## config.mk

```make
export PLATFORM = sky130hd
export DESIGN_NAME = stream_pattern_masker_core
export DESIGN_NICKNAME = d
export VERILOG_FILES = /design/src/sv/spm_pkg.sv /design/src/sv/stream_pattern_masker_core.sv
export VERILOG_INCLUDE_DIRS = /design/src /design/src/sv
export SDC_FILE = /design/constraint.sdc
export NUM_CORES = 1
export LEC_CHECK = 0
export ABC_AREA = 1
export BUFFER_PORTS_ARGS = -buffer_cell sky130_fd_sc_hd__buf_2
export CAP_MARGIN = 0
export CELL_PAD_IN_SITES_DETAIL_PLACEMENT = 0
export CELL_PAD_IN_SITES_GLOBAL_PLACEMENT = 1
export CORE_MARGIN = 2
export CORE_UTILIZATION = 40
export CTS_BUF_LIST = sky130_fd_sc_hd__clkbuf_16
export DETAILED_ROUTE_END_ITERATION = 16
export PLACE_DENSITY_LB_ADDON = 0.1
export SYNTH_ARGS = -nofsm -noshare
export SYNTH_HDL_FRONTEND = slang
export SYNTH_SLANG_ARGS = --single-unit
```

## constraint.sdc

```tcl
create_clock -name clk -period 6.9 [get_ports clk]
set_input_delay 0 -clock clk [delete_from_list [all_inputs] [get_ports clk]]
set_output_delay 0 -clock clk [all_outputs]
set_load 0.05 [all_outputs]
```

## src/sv/stream_pattern_masker_core_macros.svh

```systemverilog
// ---------------------------------------------------------------------------
// Stream pattern masker - assertion macros
// Shorthand for the concurrent checks in the masker core. Each macro expects
// clk and rst_n in scope and is used on a line of its own.
// ---------------------------------------------------------------------------
`ifndef STREAM_PATTERN_MASKER_CORE_MACROS_SVH
`define STREAM_PATTERN_MASKER_CORE_MACROS_SVH

// Condition that must hold at every clock edge out of reset
`define SPM_ASSERT_ALWAYS(lbl, cond, msg) \
  lbl: assert property (@(posedge clk) disable iff (!rst_n) (cond)) else $error(msg);

// Condition that must hold in the cycle after the trigger
`define SPM_ASSERT_NEXT(lbl, trig, cond, msg) \
  lbl: assert property (@(posedge clk) disable iff (!rst_n) (trig) |=> (cond)) \
    else $error(msg);

`endif

```

## src/sv/spm_pkg.sv

```systemverilog
// ---------------------------------------------------------------------------
// Stream pattern masker - package
// Shared widths, constants, register indexes and the output item type.
// ---------------------------------------------------------------------------
package spm_pkg;

  localparam int BYTE_W          = 8;
  localparam int LEN_W           = 5;   // pattern length and window counts
  localparam int PAT_CAP         = 16;  // bytes held by the two pattern registers
  localparam int PAT_IDX_W       = 4;
  localparam int MAX_PATTERN_DEF = 16;
  localparam int CFG_ADDR_W      = 2;
  localparam int CFG_DATA_W      = 64;

  localparam logic [BYTE_W-1:0] MASK_BYTE = 8'd42;  // '*'
  localparam logic [LEN_W-1:0]  PAT_CAP_L = LEN_W'(PAT_CAP);

  // Configuration register indexes
  localparam logic [CFG_ADDR_W-1:0] REG_PAT_LO  = 2'd0;
  localparam logic [CFG_ADDR_W-1:0] REG_PAT_HI  = 2'd1;
  localparam logic [CFG_ADDR_W-1:0] REG_PAT_LEN = 2'd2;

  // One result item on its way out
  typedef struct packed {
    logic              last;
    logic [BYTE_W-1:0] data;
  } out_item_t;

endpackage

```

## src/sv/stream_pattern_masker_core.sv

```systemverilog
// ---------------------------------------------------------------------------
// Stream pattern masker core
// Passes a byte stream through and replaces every leftmost, non-overlapping
// occurrence of the configured pattern (up to 16 bytes) by '*' bytes.
//
//   channel | direction | fields
//   --------+-----------+--------------------------------------------------
//   in_     | sink      | tdata = in_byte[7:0], tlast = in_last
//   out_    | source    | tdata = out_byte[7:0], tlast = out_last
//   cfg_    | sink      | addr 0: pattern low, 1: pattern high, 2: length
//
// One byte per cycle in steady state: the window compare is one pass of
// parallel byte compares between the window shift line and the pattern registers.
// A transaction releasing more than one held byte (end of stream, length cut,
// zero length) blocks the input while they drain, reopening it as the last drains.
// Results leave through a two-entry output buffer; a stalled output only
// backs up into the input once that buffer is full.
// Reset is synchronous; no clearing pass is needed.
// ---------------------------------------------------------------------------
`include "stream_pattern_masker_core_macros.svh"

module stream_pattern_masker_core #(
  parameter int MAX_PATTERN = spm_pkg::MAX_PATTERN_DEF
) (
  input  logic                           clk,
  input  logic                           rst_n,
  // input stream
  input  logic                           in_tvalid,
  output logic                           in_tready,
  input  logic [spm_pkg::BYTE_W-1:0]     in_tdata,   // [7:0] in_byte
  input  logic                           in_tlast,
  // result stream
  output logic                           out_tvalid,
  input  logic                           out_tready,
  output logic [spm_pkg::BYTE_W-1:0]     out_tdata,  // [7:0] out_byte
  output logic                           out_tlast,
  // configuration
  input  logic                           cfg_we,
  input  logic [spm_pkg::CFG_ADDR_W-1:0] cfg_addr,
  input  logic [spm_pkg::CFG_DATA_W-1:0] cfg_wdata
);

  import spm_pkg::*;

  localparam int DEPTH = (MAX_PATTERN < PAT_CAP) ? MAX_PATTERN : PAT_CAP;
  localparam int IDX_W = (DEPTH > 1) ? $clog2(DEPTH) : 1;
  localparam logic [LEN_W-1:0] DEPTH_L = LEN_W'(DEPTH);

  // Configuration registers
  logic [CFG_DATA_W-1:0] pat_lo_r, pat_hi_r;
  logic [LEN_W-1:0]      pat_len_r;

  // Window line, newest byte at index 0; released bytes sit above the window
  logic [BYTE_W-1:0] win_byte_r [DEPTH];
  logic [BYTE_W-1:0] win_byte_nxt [DEPTH];
  logic [DEPTH-1:0]  win_mask_r, win_mask_nxt;
  logic [LEN_W-1:0]  win_fill_r, win_fill_nxt;
  logic [LEN_W-1:0]  rel_cnt_r, rel_cnt_nxt;
  logic              rel_last_r, rel_last_nxt;
  logic [LEN_W-1:0]  bsm_r, bsm_nxt;

  // Output buffer
  out_item_t   ob_head_r, ob_head_nxt, ob_tail_r, ob_tail_nxt;
  logic [1:0]  ob_cnt_r, ob_cnt_nxt;

  logic [LEN_W-1:0]     eff_len, total, nf, bsm_inc, released;
  logic [IDX_W-1:0]     oldest_idx;
  logic                 drain_go, in_acc, pop, hit;
  out_item_t            drain_item;
  logic [2*CFG_DATA_W-1:0] pat_all;
  logic [BYTE_W-1:0]    sh_byte [DEPTH];
  logic [DEPTH-1:0]     sh_mask, eq;

  // Effective pattern length and drain side
  always_comb begin
    eff_len    = (pat_len_r > DEPTH_L) ? DEPTH_L : pat_len_r;
    total      = win_fill_r + rel_cnt_r;
    oldest_idx = IDX_W'(total - LEN_W'(1));
    drain_go   = (rel_cnt_r != '0) && (ob_cnt_r != 2'd2);
    drain_item.data = win_mask_r[oldest_idx] ? MASK_BYTE : win_byte_r[oldest_idx];
    drain_item.last = rel_last_r && (rel_cnt_r == LEN_W'(1));
    in_tready  = (rel_cnt_r == '0) || ((rel_cnt_r == LEN_W'(1)) && drain_go);
    in_acc     = in_tvalid && in_tready;
  end

  // Shift the new byte in and compare the newest eff_len bytes
  always_comb begin
    logic [PAT_IDX_W-1:0] k;
    logic [BYTE_W-1:0]    pb;
    pat_all = {pat_hi_r, pat_lo_r};
    nf      = win_fill_r + LEN_W'(1);
    bsm_inc = (bsm_r < PAT_CAP_L) ? bsm_r + LEN_W'(1) : bsm_r;
    for (int j = 0; j < DEPTH; j++) begin
      if (j == 0) begin
        sh_byte[j] = in_tdata;
        sh_mask[j] = 1'b0;
      end else begin
        sh_byte[j] = win_byte_r[j-1];
        sh_mask[j] = win_mask_r[j-1];
      end
      // window entry j lines up with pattern byte eff_len-1-j
      k     = PAT_IDX_W'(eff_len - LEN_W'(1) - LEN_W'(j));
      pb    = pat_all[{k, 3'b000} +: BYTE_W];
      eq[j] = (sh_byte[j] == pb) || (LEN_W'(j) >= eff_len);
    end
    hit = (eff_len != '0) && (nf >= eff_len) && (bsm_inc >= eff_len) && (&eq);
  end

  // Next window state
  always_comb begin
    win_byte_nxt = win_byte_r;
    win_mask_nxt = win_mask_r;
    win_fill_nxt = win_fill_r;
    rel_cnt_nxt  = rel_cnt_r - LEN_W'(drain_go);
    rel_last_nxt = rel_last_r;
    bsm_nxt      = bsm_r;
    released     = '0;
    if (in_tlast || (eff_len == '0)) begin
      released = nf;
    end else if (nf >= eff_len) begin
      released = nf - eff_len + LEN_W'(1);
    end
    if (in_acc) begin
      win_byte_nxt = sh_byte;
      for (int j = 0; j < DEPTH; j++) begin
        win_mask_nxt[j] = sh_mask[j] | (hit && (LEN_W'(j) < eff_len));
      end
      win_fill_nxt = nf - released;
      // any earlier release drains in this same cycle
      rel_cnt_nxt  = released;
      rel_last_nxt = in_tlast;
      if (in_tlast) begin
        bsm_nxt = PAT_CAP_L;
      end else if (hit) begin
        bsm_nxt = '0;
      end else begin
        bsm_nxt = bsm_inc;
      end
    end
  end

  // Two-entry output buffer
  always_comb begin
    pop         = (ob_cnt_r != 2'd0) && out_tready;
    ob_head_nxt = ob_head_r;
    ob_tail_nxt = ob_tail_r;
    ob_cnt_nxt  = ob_cnt_r;
    unique case ({drain_go, pop})
      2'b01: begin
        ob_head_nxt = ob_tail_r;
        ob_cnt_nxt  = ob_cnt_r - 2'd1;
      end
      2'b10: begin
        if (ob_cnt_r == 2'd0) begin
          ob_head_nxt = drain_item;
        end else begin
          ob_tail_nxt = drain_item;
        end
        ob_cnt_nxt = ob_cnt_r + 2'd1;
      end
      2'b11: begin
        if (ob_cnt_r == 2'd1) begin
          ob_head_nxt = drain_item;
        end else begin
          ob_head_nxt = ob_tail_r;
          ob_tail_nxt = drain_item;
        end
      end
      default: begin
      end
    endcase
  end

  assign out_tvalid = (ob_cnt_r != 2'd0);
  assign out_tdata  = ob_head_r.data;
  assign out_tlast  = ob_head_r.last;

  // Configuration registers
  always_ff @(posedge clk) begin
    if (!rst_n) begin
      pat_lo_r  <= '0;
      pat_hi_r  <= '0;
      pat_len_r <= '0;
    end else if (cfg_we) begin
      unique case (cfg_addr)
        REG_PAT_LO:  pat_lo_r  <= cfg_wdata;
        REG_PAT_HI:  pat_hi_r  <= cfg_wdata;
        REG_PAT_LEN: pat_len_r <= cfg_wdata[LEN_W-1:0];
        default: begin
        end
      endcase
    end
  end

  // Control state
  always_ff @(posedge clk) begin
    if (!rst_n) begin
      win_mask_r <= '0;
      win_fill_r <= '0;
      rel_cnt_r  <= '0;
      rel_last_r <= 1'b0;
      bsm_r      <= PAT_CAP_L;
      ob_cnt_r   <= 2'd0;
    end else begin
      win_mask_r <= win_mask_nxt;
      win_fill_r <= win_fill_nxt;
      rel_cnt_r  <= rel_cnt_nxt;
      rel_last_r <= rel_last_nxt;
      bsm_r      <= bsm_nxt;
      ob_cnt_r   <= ob_cnt_nxt;
    end
  end

  // Payload
  always_ff @(posedge clk) begin
    win_byte_r <= win_byte_nxt;
    ob_head_r  <= ob_head_nxt;
    ob_tail_r  <= ob_tail_nxt;
  end

  // Checks
  `SPM_ASSERT_ALWAYS(a_line_bound, total <= DEPTH_L, "window line overflow")
  `SPM_ASSERT_ALWAYS(a_ob_bound, ob_cnt_r != 2'd3, "output buffer count out of range")
  `SPM_ASSERT_NEXT(a_last_flush, in_acc && in_tlast, (win_fill_r == '0) && (bsm_r == PAT_CAP_L), "end of stream left bytes in the window")
  `SPM_ASSERT_NEXT(a_hit_resets, in_acc && hit && !in_tlast, bsm_r == '0, "match did not restart the overlap guard")

endmodule

```

==> flow_summary.ini <==
[run_status]
outcome = finished clean

[synth]
yosysUniqueCellTypes = 45
synth_warnings = 0
synth-async-reset-ratio_pct = 0
synthTopCellsByArea = nand2_1 (20%), edfxtp_1 (19%), nand3_1 (15%)
synth_area_mm2 = 0.0227
netlist_instances = 3537
ys_ff_latch = 313
synth_seq_area_share_pct = 34.0
synthesis.nets = 3668
yosysTopAreaCell = nand2_1
synth_top_area_share_pct = 19.6
synth_area_per_cell_um2 = 6.42
synth_edf_count = 146
synth_top_flop_cell = dfxtp_1

[setup_path]
endpoint_kind = flop
r2r-start = pat_len_r[4]$_SDFFE_PN0P_
cp-startpoint = pat_len_r[4]$_SDFFE_PN0P_
cpPeakStageDelay_ns = 0.86
crit_slowest_cell = dfxtp_1
required_ns = 7.40
path_buf_inv = 5
crit_arrival_ns = 6.18
critPathKind = flop to flop
crit_top_cell = nand2_1
path_max_fanout = 24
critical_path.top_delay_family = simple AND/OR/NAND/NOR gates
start_kind = flop

[global_routing]
grt_pass1_vias = 22435
use_met3_pct = 11.4
overflow = 0
grt_use_total_pct = 36.4
antenna_found_initial = 2
grt_start_max_net_pins = 110
met2_usage_pct = 50.1
grt_busiest_layer = met1
grtUsageMet1_pct = 51.8
grt_pass1_wl_um = 156000

[sta]
maxSlewViolCount = 0
hold_viol = 0
setup_ws_ns = 1.22
fin_setup_tns_ns = 0
max_slew_margin_pct = 19.9
period_share_pct = 82.4
clock_skew_ns = 0.0171
rsz0062_at_grt = false
worstMarginPinSlew_ns = 1.19
hold_slack_ns = 0.204
period_minus_slack_ns = 5.68
setup_viol = 0
fmax_mhz = 176

[clocking]
cts_buffers = 40
path_clk_slew_ns = 0.06
clk_latency_ns = 0.58
ctsResizeCount = 0
cts-htree-levels = 2
cts_sinks = 313
cts_tree = yes
cts_root_buf = clkbuf_16
ctsLongestPathBuffers = 3

[layout]
fillers = 5953
drive_gt1_share_pct = 7.06
register_area_mm2 = 0.00773
areaGrowthSynthToFinish_pct = 13.2
multi_input_area_mm2 = 0.0129
fin_nets = 3728

[place]
numPortBuffers = 90
dp.final_hpwl_um = 83800
routabilityCongestion = 1.01
dpl_worst_slack_ns = 1.37

[pwr]
pwr_density_cell_mw_per_mm2 = 428
p_sw_w = 0.00555
switching_share_pct = 50.4
p_leak_nw = 11.8
power_frac_clock_pct = 19.8
p_int_w = 0.00546
p_comb_share_pct = 53.1
vdd_drop_max_mv = 0.420
p_seq_share_pct = 27.1

[floorplanning]
die_x_um = 242
fp.dieH_um = 242
die_area_mm2 = 0.0587
start_util_pct = 40.4
core_area_mm2 = 0.0563
io-pin-count = 91
num_rows = 87

[route]
avgViaCountPerCell = 5.74
post_drt_wl_per_cell_um = 25.0
drt-pass1-iter-count = 10
drc = 0
ant_nets = 0
vias = 25170
routed_wl_um = 110000
drt_iter0_markers = 2931

[worst_hold_path]
worstHoldPathType = input port to flop
min_from = in_tdata[4]

[flow_run]
max_cap_viol_count = 0
-- registers in the layout, summed over array words and instances (netlist names) --
register and flops:
bsm_r 5, ob_cnt_r 2, ob_tail_r 9, out_tdata 8, out_tlast 1, pat_hi_r 64, pat_len_r 5, pat_lo_r 64
rel_cnt_r 5, rel_last_r 1, sh_byte 120, win_byte_r 8, win_fill_r 5, win_mask_r 16
-- path summary, 6_finish.rpt --
path,to,slack [ns],depth (start not counted)
max,win_mask_r[9]$_SDFFE_PN0P_,1.22,25
min,sh_byte[116]$_DFFE_PP_,0.20,2
max reg2reg,win_mask_r[9]$_SDFFE_PN0P_,1.22,25
min reg2reg,sh_byte[75]$_DFFE_PP_,0.45,0
-- stage by stage --
stage	power, W	cells	area (µm²)	utilization, %
after floorplan	0.00648	3537	22700	-
after global routing	0.0116	4382	25700	45.7
final	0.0110	4383	25700	45.7
after global placement	0.00866	4225	23500	41.8
after detailed placement	0.00869	4225	23500	41.8
after CTS	0.0109	4382	25700	45.7
-- power by group through the flow --
stage	clock network (W)	registers (W)	logic [W]
after floorplan	0	0.00295	0.00353
after global placement	0	0.00299	0.00567
after detailed placement	0	0.00299	0.00569
after CTS	0.00220	0.00296	0.00576
after global routing	0.00228	0.00301	0.00633
final	0.00219	0.00298	0.00584
-- worst reg2reg max path, stage by stage (launching register included) --
cell	delay (ns)
dfxtp_1	0.86
inv_2	0.28
nand2_4	0.33
ha_1	0.28
inv_1	0.08
nand2_1	0.06
nand2_1	0.12
buf_4	0.24
ha_1	0.31
inv_1	0.67
nand3_1	0.18
nand2_1	0.31
nand2_1	0.09
nand3_1	0.09
nand2_1	0.05
inv_1	0.05
nand2_1	0.06
nor2_1	0.24
nand2_1	0.11
nand2_1	0.06
nand2_1	0.06
nor2_1	0.15
nand3_1	0.16
nor2_4	0.43
nand4_1	0.17
a21oi_1	0.17
-- logic make-up after synthesis --
| group | synth area share (%) |
|---|---|
| adders and majority gates | 2.94 |
| buffers and inverters | 9.19 |
| and+or+nand+nor | 39.9 |
| DFF | 34.0 |
| xor gates and xnor gates | 1.20 |
| AOI/OAI and AO/OA | 12.7 |
-- timing repair --
item / in CTS / in global routing
endpoints found under the setup margin: 0 / 0
hold buffers: 86 / 0
endpoints found under the hold margin: 167 / 0
buffers inserted: 0 / 0
-- cells in the final DEF (no fill, tap or decap), types with 11 or more instances in the layout --
cell type / count
nand2_1: 1184
nand3_1: 675
inv_1: 306
o21ai_0: 268
a21oi_1: 214
dfxtp_1: 166
edfxtp_1: 146
nor2_1: 131
buf_2: 89
dlygate4sd3_1: 86
ha_1: 45
clkbuf_16: 42
buf_4: 36
nand3b_1: 31
xor2_1: 20
nand2_2: 18
nand4_1: 15
nand3_2: 15
o211ai_1: 14
a31oi_1: 12
xnor2_1: 11
a21oi_2: 11
clkinv_2: 11
-- Yosys cell counts, types with 5 or more instances --
library cell,number
nand2_1,1184
buf_2,48
nand4_1,15
ha_1,47
clkbuf_1,101
inv_1,301
nand3_1,677
buf_1,21
o21ai_0,268
inv_2,8
xnor2_1,11
a31oi_1,12
a21oi_1,214
nand3b_1,31
nand2_2,19
nor2_4,5
a21oi_2,11
o21ai_1,9
clkinv_1,5
buf_6,10
buf_4,13
edfxtp_1,146
nand3_2,15
o211ai_1,14
nor2_1,131
dfxtp_1,167
xor2_1,20
-- routing by layer --
metal  part of all wire, %  up-vias
met5                     0        -
met4                   4.7        0
met3                    12      170
met2                    40     1202
met1                    44    11965
li1                      -    11833
-- cell type report --
class                   instances  share of cell area (%)
inverters                     314                    4.60
multi-input cells            2717                    50.4
repair buffers                211                    6.13
flip-flops and latches        313                    30.1
clock buffers                  42                    4.09
clock inverters                29                    1.07
well taps                     756                    3.68
diodes                          1                 0.00973
Note: power is estimated with default switching activity, not from simulation.
